File: config.mk
export PLATFORM = sky130hd
export DESIGN_NAME = polynomial_add_multiply_core
export DESIGN_NICKNAME = d
export VERILOG_FILES = /design/src/design/pam_pkg.sv /design/src/design/pam_front.sv /design/src/design/pam_queue.sv /design/src/design/pam_back.sv /design/src/design/polynomial_add_multiply_core.sv
export SDC_FILE = /design/constraint.sdc
export NUM_CORES = 2
export LEC_CHECK = 0
export BUFFER_PORTS_ARGS = -buffer_cell sky130_fd_sc_hd__buf_2
export CAP_MARGIN = 10
export CORE_MARGIN = 2
export CORE_UTILIZATION = 66
export CTS_BUF_LIST = sky130_fd_sc_hd__clkbuf_2 sky130_fd_sc_hd__clkbuf_4 sky130_fd_sc_hd__clkbuf_8
export DETAILED_ROUTE_END_ITERATION = 16
export PLACE_DENSITY = 0.83
export SYNTH_ARGS = -nofsm -noshare
export SYNTH_HDL_FRONTEND = slang
export SYNTH_SLANG_ARGS = --single-unit
File: constraint.sdc
create_clock -name clk -period 13.2 [get_ports clk]
set_input_delay 1.32 -clock clk [delete_from_list [all_inputs] [get_ports clk]]
set_output_delay 1.32 -clock clk [all_outputs]
set_load 0.05 [all_outputs]
File: src/design/pam_pkg.sv
// pam_pkg: shared types and codes for the polynomial add/multiply core
// item and term payload structs, mode codes, register indexes, queue sizing
// no dependencies
package pam_pkg;

  localparam logic [1:0] MODE_LOAD_FIRST  = 2'd0;
  localparam logic [1:0] MODE_LOAD_SECOND = 2'd1;
  localparam logic [1:0] MODE_COMPUTE     = 2'd2;

  localparam int         CFG_DATA_W         = 4;
  localparam logic       REG_DEGREE_FIRST   = 1'b0;
  localparam logic       REG_DEGREE_SECOND  = 1'b1;

  localparam int         QUEUE_DEPTH = 4;
  localparam int         QPTR_W      = 2;
  localparam int         QCNT_W      = 3;

  typedef struct packed {
    logic [1:0]          mode;
    logic [3:0]          term_index;
    logic signed [15:0]  coefficient_in;
  } item_t;

  typedef struct packed {
    logic                is_product;
    logic [4:0]          exponent;
    logic signed [35:0]  coefficient_out;
    logic                last_term;
  } term_t;

endpackage

File: src/design/pam_front.sv
// pam_front: input side, accepts items and drops those with no effect
// depends on pam_pkg; feeds pam_queue
module pam_front import pam_pkg::*; #(
  parameter int MAX_DEGREE = 15
) (
  input  logic  item_valid,
  output logic  item_stall,
  input  item_t item,
  input  logic  q_full,
  output logic  q_push,
  output item_t q_data
);

  logic is_load;
  logic keep;

  // unused mode and loads beyond the store never reach the back end
  always_comb begin
    is_load = (item.mode == MODE_LOAD_FIRST) || (item.mode == MODE_LOAD_SECOND);
    keep    = (item.mode == MODE_COMPUTE) ||
              (is_load && (int'(item.term_index) <= MAX_DEGREE));
  end

  assign item_stall = q_full;
  assign q_push     = item_valid && !q_full && keep;
  assign q_data     = item;

endmodule

File: src/design/pam_queue.sv
// pam_queue: short fifo between the front and back of the core
// depends on pam_pkg
module pam_queue import pam_pkg::*; (
  input  logic  clk,
  input  logic  rst,
  input  logic  push,
  input  item_t push_data,
  output logic  full,
  output logic  head_valid,
  output item_t head,
  input  logic  pop
);

  item_t              entries [QUEUE_DEPTH];
  logic [QPTR_W-1:0]  wr_ptr;
  logic [QPTR_W-1:0]  rd_ptr;
  logic [QCNT_W-1:0]  count;
  logic               do_push;
  logic               do_pop;

  assign full       = (count == QCNT_W'(QUEUE_DEPTH));
  assign head_valid = (count != '0);
  assign head       = entries[rd_ptr];
  assign do_push    = push && !full;
  assign do_pop     = pop && head_valid;

  always_ff @(posedge clk) begin
    if (do_push) begin
      entries[wr_ptr] <= push_data;
    end
  end

  always_ff @(posedge clk) begin
    if (rst) begin
      wr_ptr <= '0;
      rd_ptr <= '0;
      count  <= '0;
    end else begin
      if (do_push) begin
        wr_ptr <= wr_ptr + 1'b1;
      end
      if (do_pop) begin
        rd_ptr <= rd_ptr + 1'b1;
      end
      if (do_push && !do_pop) begin
        count <= count + 1'b1;
      end else if (do_pop && !do_push) begin
        count <= count - 1'b1;
      end
    end
  end

endmodule

File: src/design/pam_back.sv
// pam_back: coefficient stores, degree registers, sum walk, product mac and term output
// depends on pam_pkg; fed by pam_queue
module pam_back import pam_pkg::*; #(
  parameter int MAX_DEGREE = 15
) (
  input  logic                  clk,
  input  logic                  rst,
  input  logic                  cfg_write,
  input  logic                  cfg_index,
  input  logic [CFG_DATA_W-1:0] cfg_data,
  input  logic                  q_valid,
  input  item_t                 q_head,
  output logic                  q_pop,
  output logic                  term_valid,
  input  logic                  term_stall,
  output term_t                 term
);

  localparam int DEPTH = MAX_DEGREE + 1;
  localparam int IDX_W = $clog2(DEPTH);
  localparam int EXP_W = IDX_W + 1;

  localparam logic [2:0] ST_IDLE   = 3'd0;
  localparam logic [2:0] ST_SUM    = 3'd1;
  localparam logic [2:0] ST_PROD   = 3'd2;
  localparam logic [2:0] ST_DRAIN  = 3'd3;
  localparam logic [2:0] ST_FINISH = 3'd4;

  logic [3:0]          degree_first;
  logic [3:0]          degree_second;
  logic signed [15:0]  first_coeffs  [DEPTH];
  logic signed [15:0]  second_coeffs [DEPTH];

  logic [2:0]          state;
  logic [IDX_W-1:0]    si;
  logic [EXP_W-1:0]    k;
  logic [IDX_W-1:0]    pi;

  logic signed [31:0]  p_prod;
  logic                p_valid;
  logic                p_end;
  logic [EXP_W-1:0]    p_k;
  logic signed [35:0]  acc;

  term_t               pend;
  logic                pend_valid;
  term_t               out_reg;
  logic                out_valid;

  logic [IDX_W-1:0]    n;
  logic [IDX_W-1:0]    m;
  logic [IDX_W-1:0]    top;
  logic signed [15:0]  sum_a;
  logic signed [15:0]  sum_b;
  logic signed [16:0]  sum_s;
  logic [IDX_W-1:0]    hi;
  logic [IDX_W-1:0]    pj;
  logic [EXP_W-1:0]    k_inc;
  logic [EXP_W-1:0]    k_max;
  logic [IDX_W-1:0]    lo_next;
  logic                issue_end;
  logic signed [15:0]  mul_a;
  logic signed [15:0]  mul_b;
  logic signed [35:0]  acc_sum;
  logic                out_free;
  logic                advance;
  logic                cand_valid;
  term_t               cand;
  logic                push;
  term_t               push_item;

  // degrees above the store are saturated
  always_comb begin
    n   = (int'(degree_first)  > MAX_DEGREE) ? IDX_W'(MAX_DEGREE) : IDX_W'(degree_first);
    m   = (int'(degree_second) > MAX_DEGREE) ? IDX_W'(MAX_DEGREE) : IDX_W'(degree_second);
    top = (n > m) ? n : m;
  end

  // sum walk, one exponent a cycle while the term output is not stalled
  always_comb begin
    sum_a = (si <= n) ? first_coeffs[si]  : '0;
    sum_b = (si <= m) ? second_coeffs[si] : '0;
    sum_s = {sum_a[15], sum_a} + {sum_b[15], sum_b};
  end

  // product walk: outer exponent k, inner i over max(0,k-m)..min(k,n)
  always_comb begin
    hi        = (k < EXP_W'(n)) ? IDX_W'(k) : n;
    pj        = IDX_W'(k - EXP_W'(pi));
    k_inc     = k + 1'b1;
    k_max     = EXP_W'(n) + EXP_W'(m);
    lo_next   = (k_inc > EXP_W'(m)) ? IDX_W'(k_inc - EXP_W'(m)) : '0;
    issue_end = (pi == hi);
    mul_a     = first_coeffs[pi];
    mul_b     = second_coeffs[pj];
    acc_sum   = acc + {{4{p_prod[31]}}, p_prod};
  end

  assign out_free = !out_valid || !term_stall;
  assign advance  = out_free;
  assign q_pop    = (state == ST_IDLE) && q_valid;

  // candidate term from the sum walk or the end of one product exponent
  always_comb begin
    cand_valid = 1'b0;
    cand       = '0;
    if (state == ST_SUM) begin
      cand_valid           = (sum_s != '0);
      cand.is_product      = 1'b0;
      cand.exponent        = 5'(si);
      cand.coefficient_out = {{19{sum_s[16]}}, sum_s};
    end else if ((state == ST_PROD || state == ST_DRAIN) && p_valid && p_end) begin
      cand_valid           = (acc_sum != '0);
      cand.is_product      = 1'b1;
      cand.exponent        = 5'(p_k);
      cand.coefficient_out = acc_sum;
    end
  end

  // newest term waits in pend until the next one or the end marks it
  always_comb begin
    push      = 1'b0;
    push_item = pend;
    if (state == ST_FINISH) begin
      push = 1'b1;
      if (pend_valid) begin
        push_item.last_term = 1'b1;
      end else begin
        push_item.is_product      = 1'b1;
        push_item.exponent        = '0;
        push_item.coefficient_out = '0;
        push_item.last_term       = 1'b1;
      end
    end else if (cand_valid && pend_valid) begin
      push = 1'b1;
    end
  end

  always_ff @(posedge clk) begin
    if (rst) begin
      degree_first  <= '0;
      degree_second <= '0;
    end else if (cfg_write) begin
      case (cfg_index)
        REG_DEGREE_FIRST:  degree_first  <= cfg_data;
        REG_DEGREE_SECOND: degree_second <= cfg_data;
        default: ;
      endcase
    end
  end

  always_ff @(posedge clk) begin
    if (rst) begin
      for (int e = 0; e < DEPTH; e++) begin
        first_coeffs[e]  <= '0;
        second_coeffs[e] <= '0;
      end
    end else if (q_pop) begin
      if (q_head.mode == MODE_LOAD_FIRST) begin
        first_coeffs[IDX_W'(q_head.term_index)] <= q_head.coefficient_in;
      end else if (q_head.mode == MODE_LOAD_SECOND) begin
        second_coeffs[IDX_W'(q_head.term_index)] <= q_head.coefficient_in;
      end
    end
  end

  always_ff @(posedge clk) begin
    if (rst) begin
      state      <= ST_IDLE;
      p_valid    <= 1'b0;
      pend_valid <= 1'b0;
      out_valid  <= 1'b0;
      si         <= '0;
      k          <= '0;
      pi         <= '0;
      acc        <= '0;
    end else begin
      if (out_free) begin
        out_valid <= push;
      end
      if (advance && push) begin
        out_reg <= push_item;
      end
      if (advance && cand_valid) begin
        pend       <= cand;
        pend_valid <= 1'b1;
      end
      case (state)
        ST_IDLE: begin
          if (q_pop && q_head.mode == MODE_COMPUTE) begin
            state   <= ST_SUM;
            si      <= '0;
            k       <= '0;
            pi      <= '0;
            acc     <= '0;
            p_valid <= 1'b0;
          end
        end
        ST_SUM: begin
          if (advance) begin
            if (si == top) begin
              state <= ST_PROD;
            end else begin
              si <= si + 1'b1;
            end
          end
        end
        ST_PROD: begin
          if (advance) begin
            if (p_valid) begin
              acc <= p_end ? '0 : acc_sum;
            end
            p_valid <= 1'b1;
            p_prod  <= mul_a * mul_b;
            p_end   <= issue_end;
            p_k     <= k;
            if (issue_end) begin
              if (k == k_max) begin
                state <= ST_DRAIN;
              end else begin
                k  <= k_inc;
                pi <= lo_next;
              end
            end else begin
              pi <= pi + 1'b1;
            end
          end
        end
        ST_DRAIN: begin
          if (advance) begin
            acc     <= '0;
            p_valid <= 1'b0;
            state   <= ST_FINISH;
          end
        end
        ST_FINISH: begin
          if (advance) begin
            pend_valid <= 1'b0;
            state      <= ST_IDLE;
          end
        end
        default: begin
          state <= ST_IDLE;
        end
      endcase
    end
  end

  assign term_valid = out_valid;
  assign term       = out_reg;

endmodule

File: src/design/polynomial_add_multiply_core.sv
// polynomial_add_multiply_core: top level of the polynomial sum and product core
// depends on pam_pkg; instantiates pam_front, pam_queue and pam_back
//
// Loads two dense integer polynomials one coefficient per item (mode 0 first,
// mode 1 second, with an explicit exponent), and on a compute item (mode 2)
// emits every nonzero term of their sum and then of their product, each in
// ascending exponent order, with last_term on the final beat; when all terms
// are zero a single zero product term at exponent 0 is sent, marked last.
// Degrees come from the two configuration registers and saturate at
// MAX_DEGREE; coefficients above a degree count as zero. Unused-mode items
// are dropped at the front; loads and computes go through a four-entry queue
// and a load is written into its store as it leaves the queue. A compute
// leaves the queue, then runs the sum walk, then the product walk on the
// single shared 16x16 multiplier, then drains and closes; a stalled term
// output holds the walk.
module polynomial_add_multiply_core import pam_pkg::*; #(
  parameter int MAX_DEGREE = 15
) (
  input  logic                  clk,
  input  logic                  rst,
  // configuration writes
  input  logic                  cfg_write,
  input  logic                  cfg_index,
  input  logic [CFG_DATA_W-1:0] cfg_data,
  // item channel
  input  logic                  item_valid,
  output logic                  item_stall,
  input  item_t                 item,
  // term channel
  output logic                  term_valid,
  input  logic                  term_stall,
  output term_t                 term
);

  logic  q_full;
  logic  q_push;
  item_t q_data;
  logic  q_valid;
  item_t q_head;
  logic  q_pop;

  // front: accept beats and drop the ones with no effect
  pam_front #(
    .MAX_DEGREE (MAX_DEGREE)
  ) u_front (
    .item_valid (item_valid),
    .item_stall (item_stall),
    .item       (item),
    .q_full     (q_full),
    .q_push     (q_push),
    .q_data     (q_data)
  );

  // decoupling queue, lets loads pile up while a compute streams terms
  pam_queue u_queue (
    .clk        (clk),
    .rst        (rst),
    .push       (q_push),
    .push_data  (q_data),
    .full       (q_full),
    .head_valid (q_valid),
    .head       (q_head),
    .pop        (q_pop)
  );

  // back: stores, sum walk, mac over the product and the term register
  pam_back #(
    .MAX_DEGREE (MAX_DEGREE)
  ) u_back (
    .clk        (clk),
    .rst        (rst),
    .cfg_write  (cfg_write),
    .cfg_index  (cfg_index),
    .cfg_data   (cfg_data),
    .q_valid    (q_valid),
    .q_head     (q_head),
    .q_pop      (q_pop),
    .term_valid (term_valid),
    .term_stall (term_stall),
    .term       (term)
  );

endmodule
-- Yosys cells after proc, flatten, opt, wreduce, memory -nomap -nowiden
Memory sizes are Yosys's and may differ from the RTL's. A register that Yosys moved wholly into a read port is not among the register bits.
Index checks and enable logic that the tools add are counted.
Widths: inputs -> output; s select.
- add/subtract/negate cells: 12
- order comparisons: 5
- reductions and logical operators: 46
- bitwise operators: 3
- multiply operators: 1
- muxes and demuxes: 77
- equal/unequal tests: 24
- operators with widths (cell ; number):
    $mux 36 ; 5
    $pmux 36 s3 ; 1
    $mux 42 ; 2
    $mux 4 ; 17
    $mux 16 ; 4
    $mux 43 ; 1
    $mux 40 ; 1
    $add 36x36->36 ; 1
    $reduce_bool 36->1 ; 1
    $mul 16x16->32 ; 1
    $reduce_or 16->1 ; 2
    $mux 3 ; 10
    $mux 1 ; 25
    $mux 5 ; 4
    $add 16x16->17 ; 1
    $reduce_bool 17->1 ; 1
    $pmux 4 s2 ; 2
    $pmux 3 s5 ; 1
    $logic_and 1x1->1 ; 13
    $ne 2x1->1 const B ; 6
    $reduce_and 4->1 ; 3
    $ne 2x2->1 const B ; 5
    $pmux 5 s2 ; 1
    $reduce_and 5->1 ; 2
    32 further kinds ; 58
- memories kept: 3
- bits in registers: 193
- bits in writable memories: 600
- logic and storage cells: 195
- memories (name ; words ; bits a word ; read ports ; clocked after Yosys merged registers in ; wr ports ; RTL line ; text):
    u_back.first_coeffs ; 16 ; 16 ; 2 ; 2 ; 16 ; pam_back.sv:31 ; logic signed [15:0] first_coeffs [DEPTH];
    u_back.second_coeffs ; 16 ; 16 ; 2 ; 1 ; 16 ; pam_back.sv:32 ; logic signed [15:0] second_coeffs [DEPTH];
    u_queue.entries ; 4 ; 22 ; 1 ; 1 ; 1 ; pam_queue.sv:14 ; item_t entries [QUEUE_DEPTH];

-- Logic depth before layout (Yosys ltp)
- depth in word-level cells: 11
- mapped depth: 36

-- Modules after synthesis
Synthesis repeated with hierarchy kept, for this count alone.
- cell total of the unflattened synthesis: 4036
- area, all modules: 51644.5 sq um
- modules (own cells, without submodules) (module ; seq. area each (sq um) ; area an instance (sq um) ; times used ; cells each):
    pam_back ; 20489.7 ; 47805.8 ; 1 ; 3849
    pam_queue ; 2822.7 ; 3649.8 ; 1 ; 162
    pam_front ; 0.0 ; 188.9 ; 1 ; 25

-- Worst setup path after synthesis
OpenSTA, ideal clock, no wires.
- path type: register -> register
- start point: register u_back.pi[0]
- end point: register u_back.p_prod[26], data pin
- setup time: 0.137 ns
- period minus slack after synthesis: 8.534 ns
- data arrival time: 8.397 ns
- setup slack: 4.666 ns
- cell stages (with the launch flop): 33
- path buffers: 4
- cells stage by stage: dfxtp_1 ha_1 inv_1 fa_1 buf_2 buf_2 clkbuf_1 mux4_2 mux2i_1 nor2_1 a21oi_1 clkbuf_1 nor2_1 fa_1 inv_1 fa_1 fa_1 fa_1 inv_1 fa_1 inv_1 fa_1 inv_1 ha_1 a21oi_1 nor2b_1 o21ai_0 nand2b_1 a221o_1 a221oi_2 o21ai_1 or4_1 nand4_1
- cells in the longest elaborated chain, start to end: 3
- RTL lines (what ; RTL line ; text):
    start: declaration ; pam_back.sv:37 ; logic [IDX_W-1:0] pi;
    start signal: assignment ; pam_back.sv:222 ; pi <= lo_next;
    start signal: assignment ; pam_back.sv:225 ; pi <= pi + 1'b1;
    $sub 4x4->4 ; pam_back.sv:89 ; pj = IDX_W'(k - EXP_W'(pi));
    $mem_v2 16x16 ; - ;
    $mul 16x16->32 ; pam_back.sv:214 ; p_prod <= mul_a * mul_b;
    end signal: assignment ; pam_back.sv:214 ;
    end: declaration ; pam_back.sv:39 ; logic signed [31:0] p_prod;
Every way passes these cells.
A chain may end at the register's enable or synchronous reset.

-- Final worst setup path
Ends and elaborated chain as after synthesis.

==> impl_metrics.ini <==
[outcome]
status = finished, final reports clean

[setup_path]
critPathMaxStageDelay_ps = 1140
worstPathRequired_ps = 13880
cp-start-kind = register
crit_arrival_ps = 10390
crit_path_frequent_cell = fa_1
path_max_fanout = 36
crit_path_top_delay_cell = fa_4
critPathLaunch = u_back.pi[0]
critPathCaptureType = register
critPathKind = reg2reg
r2r-start = u_back.pi[0]

[run]
maxCapViolations = 0

[clock_network]
cts_tree = built
clockBufferDepth = 3
clk_pin_slew_worst_paths_ps = 60
post_cts_resized = 0
ctsHoldBuffers = 0
cts_buffers = 130
clock_latency_ps = 840
h-tree-depth = 4
cts_setup_buffers = 0
cts_root_buf = clkbuf_8
clock_sinks = 803

[pwr]
power.total_mw = 11.8
peakVddDrop_mv = 0.291
seq_power_share = 0.282
switching_share = 0.418
power.leakage_nw = 21.1
power_density_nw_per_um2 = 216
combPwrFrac = 0.532
power_frac_clock = 0.186
intPower_mw = 6.88
p_sw_mw = 4.94

[timing]
fin_worst_skew_ps = 55.1
tightestPinTransition_ps = 1300
finalSetupViolations = 0
layout_setup_ws_ps = 3500
fmax_mhz = 103
period_needed_ps = 9700
hold_ws_ps = 494
relSlewSlack = 0.130
drv_slew = 0
tns_ps = 0
rsz0062_at_grt = false
timing.final.crit_share = 0.735
hold_violations = 0

[logic_synthesis]
synth_edf_count = 723
yosysTopAreaCell = edfxtp_1
yosys-top-cells-area = edfxtp_1 43%, mux4_2 13%, fa_1 11%, nor2_1 5.2%, ha_1 4.1%
synth.avg_cell_area_um2 = 12.2
yosysTopAreaCellShare = 0.427
syn_nets = 4629
ys_warn_count = 0
ys_async_sr_fraction = 0
syn_inst = 4162
syn-cell-area_um2 = 50900
synthFlopType = edfxtp_1
synth-seq-cells = 803
seq_area_frac_synth = 0.458
synthDistinctLibCells = 81

[detailed_routing]
num_vias = 34800
first_iter_violations = 4223
wl_um = 133000
ant_nets = 0
first_pass_iters = 8
post-route-drc-count = 0
via_per_inst = 6.56
wire_per_inst_um = 25.0

[final_layout]
syn_to_final_growth_pct = 7.83
finalNonFillerCells = 5303
nNetsFinal = 4633
drive_above_1_share = 0.179
utilization = 0.721
multiInputGateArea_um2 = 25400
final_cell_area_um2 = 54800
regArea_um2 = 23300
fillers = 4955

[grt]
grt_remaining_overflow = 0
grt_max_degree = 92
grt_pass1_vias = 36300
grt_pass1_wl_um = 205000
antenna_found_initial = 9
grt_use_total = 0.346

[placed_design]
placed_cell_area_um2 = 52200
place.gp.congestion = 0.925
hpwl_um = 90200
dp_cells = 5064
portBuffers = 76
place_ws_ps = 3570

[die]
num_rows = 101
dieArea_um2 = 79300
fp.dieW_um = 282
start_util = 0.669
coreArea_um2 = 76100
pin_count = 77
die_h_um = 282

[min_path]
hold_path.class = reg2reg
min_from = u_back.acc[24]
==> worst max-delay path: cells and delay by family, from the launching register on <==
family | cells | cell delay, ps
adders and majority gates | 9 | 4670
DFF | 1 | 510
AOI/OAI and AO/OA | 6 | 1530
and+or+nand+nor | 5 | 820
muxes | 2 | 850
buffers and inverters | 7 | 1090
==> power groups by stage <==
| stage | combinational (mW) | sequential, mW | clock [mW] |
|---|---|---|---|
| after global routing | 7.04 | 3.36 | 2.30 |
| after CTS | 6.26 | 3.34 | 2.20 |
| after floorplan | 4.79 | 3.32 | 0 |
| after global placement | 5.96 | 3.37 | 0 |
| final | 6.28 | 3.34 | 2.20 |
| after detailed placement | 6.21 | 3.39 | 0 |
==> layout make-up <==
| type | count | area share |
|---|---|---|
| Multi-Input combinational cell | 2743 | 0.463 |
| Clock buffer | 181 | 0.0401 |
| Inverter | 339 | 0.0232 |
| Timing Repair Buffer | 149 | 0.0172 |
| Clock inverter | 53 | 0.00778 |
| Sequential cell | 803 | 0.425 |
| Tap cell | 1030 | 0.0235 |
| Antenna cell | 5 | 0.000228 |
==> state kept, by name (all words and copies together) (netlist names), 32 cells and up, named ones only <==
name and flops:
u_back.acc 36, u_back.first_coeffs 256, u_queue.entries 88, u_back.term 43
u_back.pend 42, u_back.p_prod 32, u_back.second_coeffs 256
==> cell usage after synthesis, types with 14 or more instances <==
master	instances
xnor2_1	59
nand2_1	230
dfxtp_1	80
nor4_1	14
and2_1	43
fa_1	269
a22oi_1	16
nor2b_1	164
mux2i_1	61
a211oi_1	25
nand4_1	20
o21a_1	14
a31oi_1	16
inv_1	339
a21oi_1	142
clkbuf_1	224
buf_1	22
o21ai_0	68
nand2b_1	69
ha_1	166
nor3_1	18
and3_1	19
a21o_1	35
mux2_2	33
nand3_1	30
xor2_1	34
nor2_1	708
o21ai_1	24
edfxtp_1	723
buf_2	30
mux4_2	300
==> worst paths after layout <==
path              slack [ps]  depth (start not counted)           endpoint
hold / removal           490                          2     u_back.acc[24]
setup / recovery        3500                         29  u_back.p_prod[26]
setup reg to reg        3500                         29  u_back.p_prod[26]
hold reg to reg          490                          2     u_back.acc[24]
==> placed cells by master (no fill, tap or decap), types with 15 or more instances in the layout <==
cell type  count
o21ai_2       18
a21o_1        35
and3_1        19
mux4_2       300
nand3_1       30
xnor2_1       58
clkbuf_8     134
ha_1         165
mux2_2        33
nor2_1       707
edfxtp_1     723
clkinv_1      26
clkbuf_4      47
nor2b_1      164
a22oi_1       16
buf_2         75
nand2b_1      69
fa_1         268
o21ai_0       63
xor2_1        33
a31oi_1       15
a21oi_1      139
nand2_1      230
a211oi_1      25
buf_4         73
nand4_1       20
mux2i_1       61
dfxtp_1       72
inv_1        339
nor3_1        17
and2_1        43
==> metal layers <==
layer,vias up,global-route usage,part of all wire
met5,-,0,0.00047
met4,6,0.197,0.059
met3,552,0.0895,0.12
met2,2486,0.557,0.48
met1,17000,0.431,0.34
li1,14800,-,-
==> logic make-up (layout without fill, tap and decap cells) <==
kind of cell    count (synthesis)  count (layout)  share of synthesized area
compound gates                451             451                     0.0572
fa+ha+maj                     435             435                      0.147
flops                         803             803                      0.458
simple gates                 1367            1367                      0.122
mux                           394             394                      0.152
buf+inv                       616             722                     0.0462
xor+xnor                       96              96                     0.0170
other cells                     0               5                          0
(Power assumes the default switching activity.)
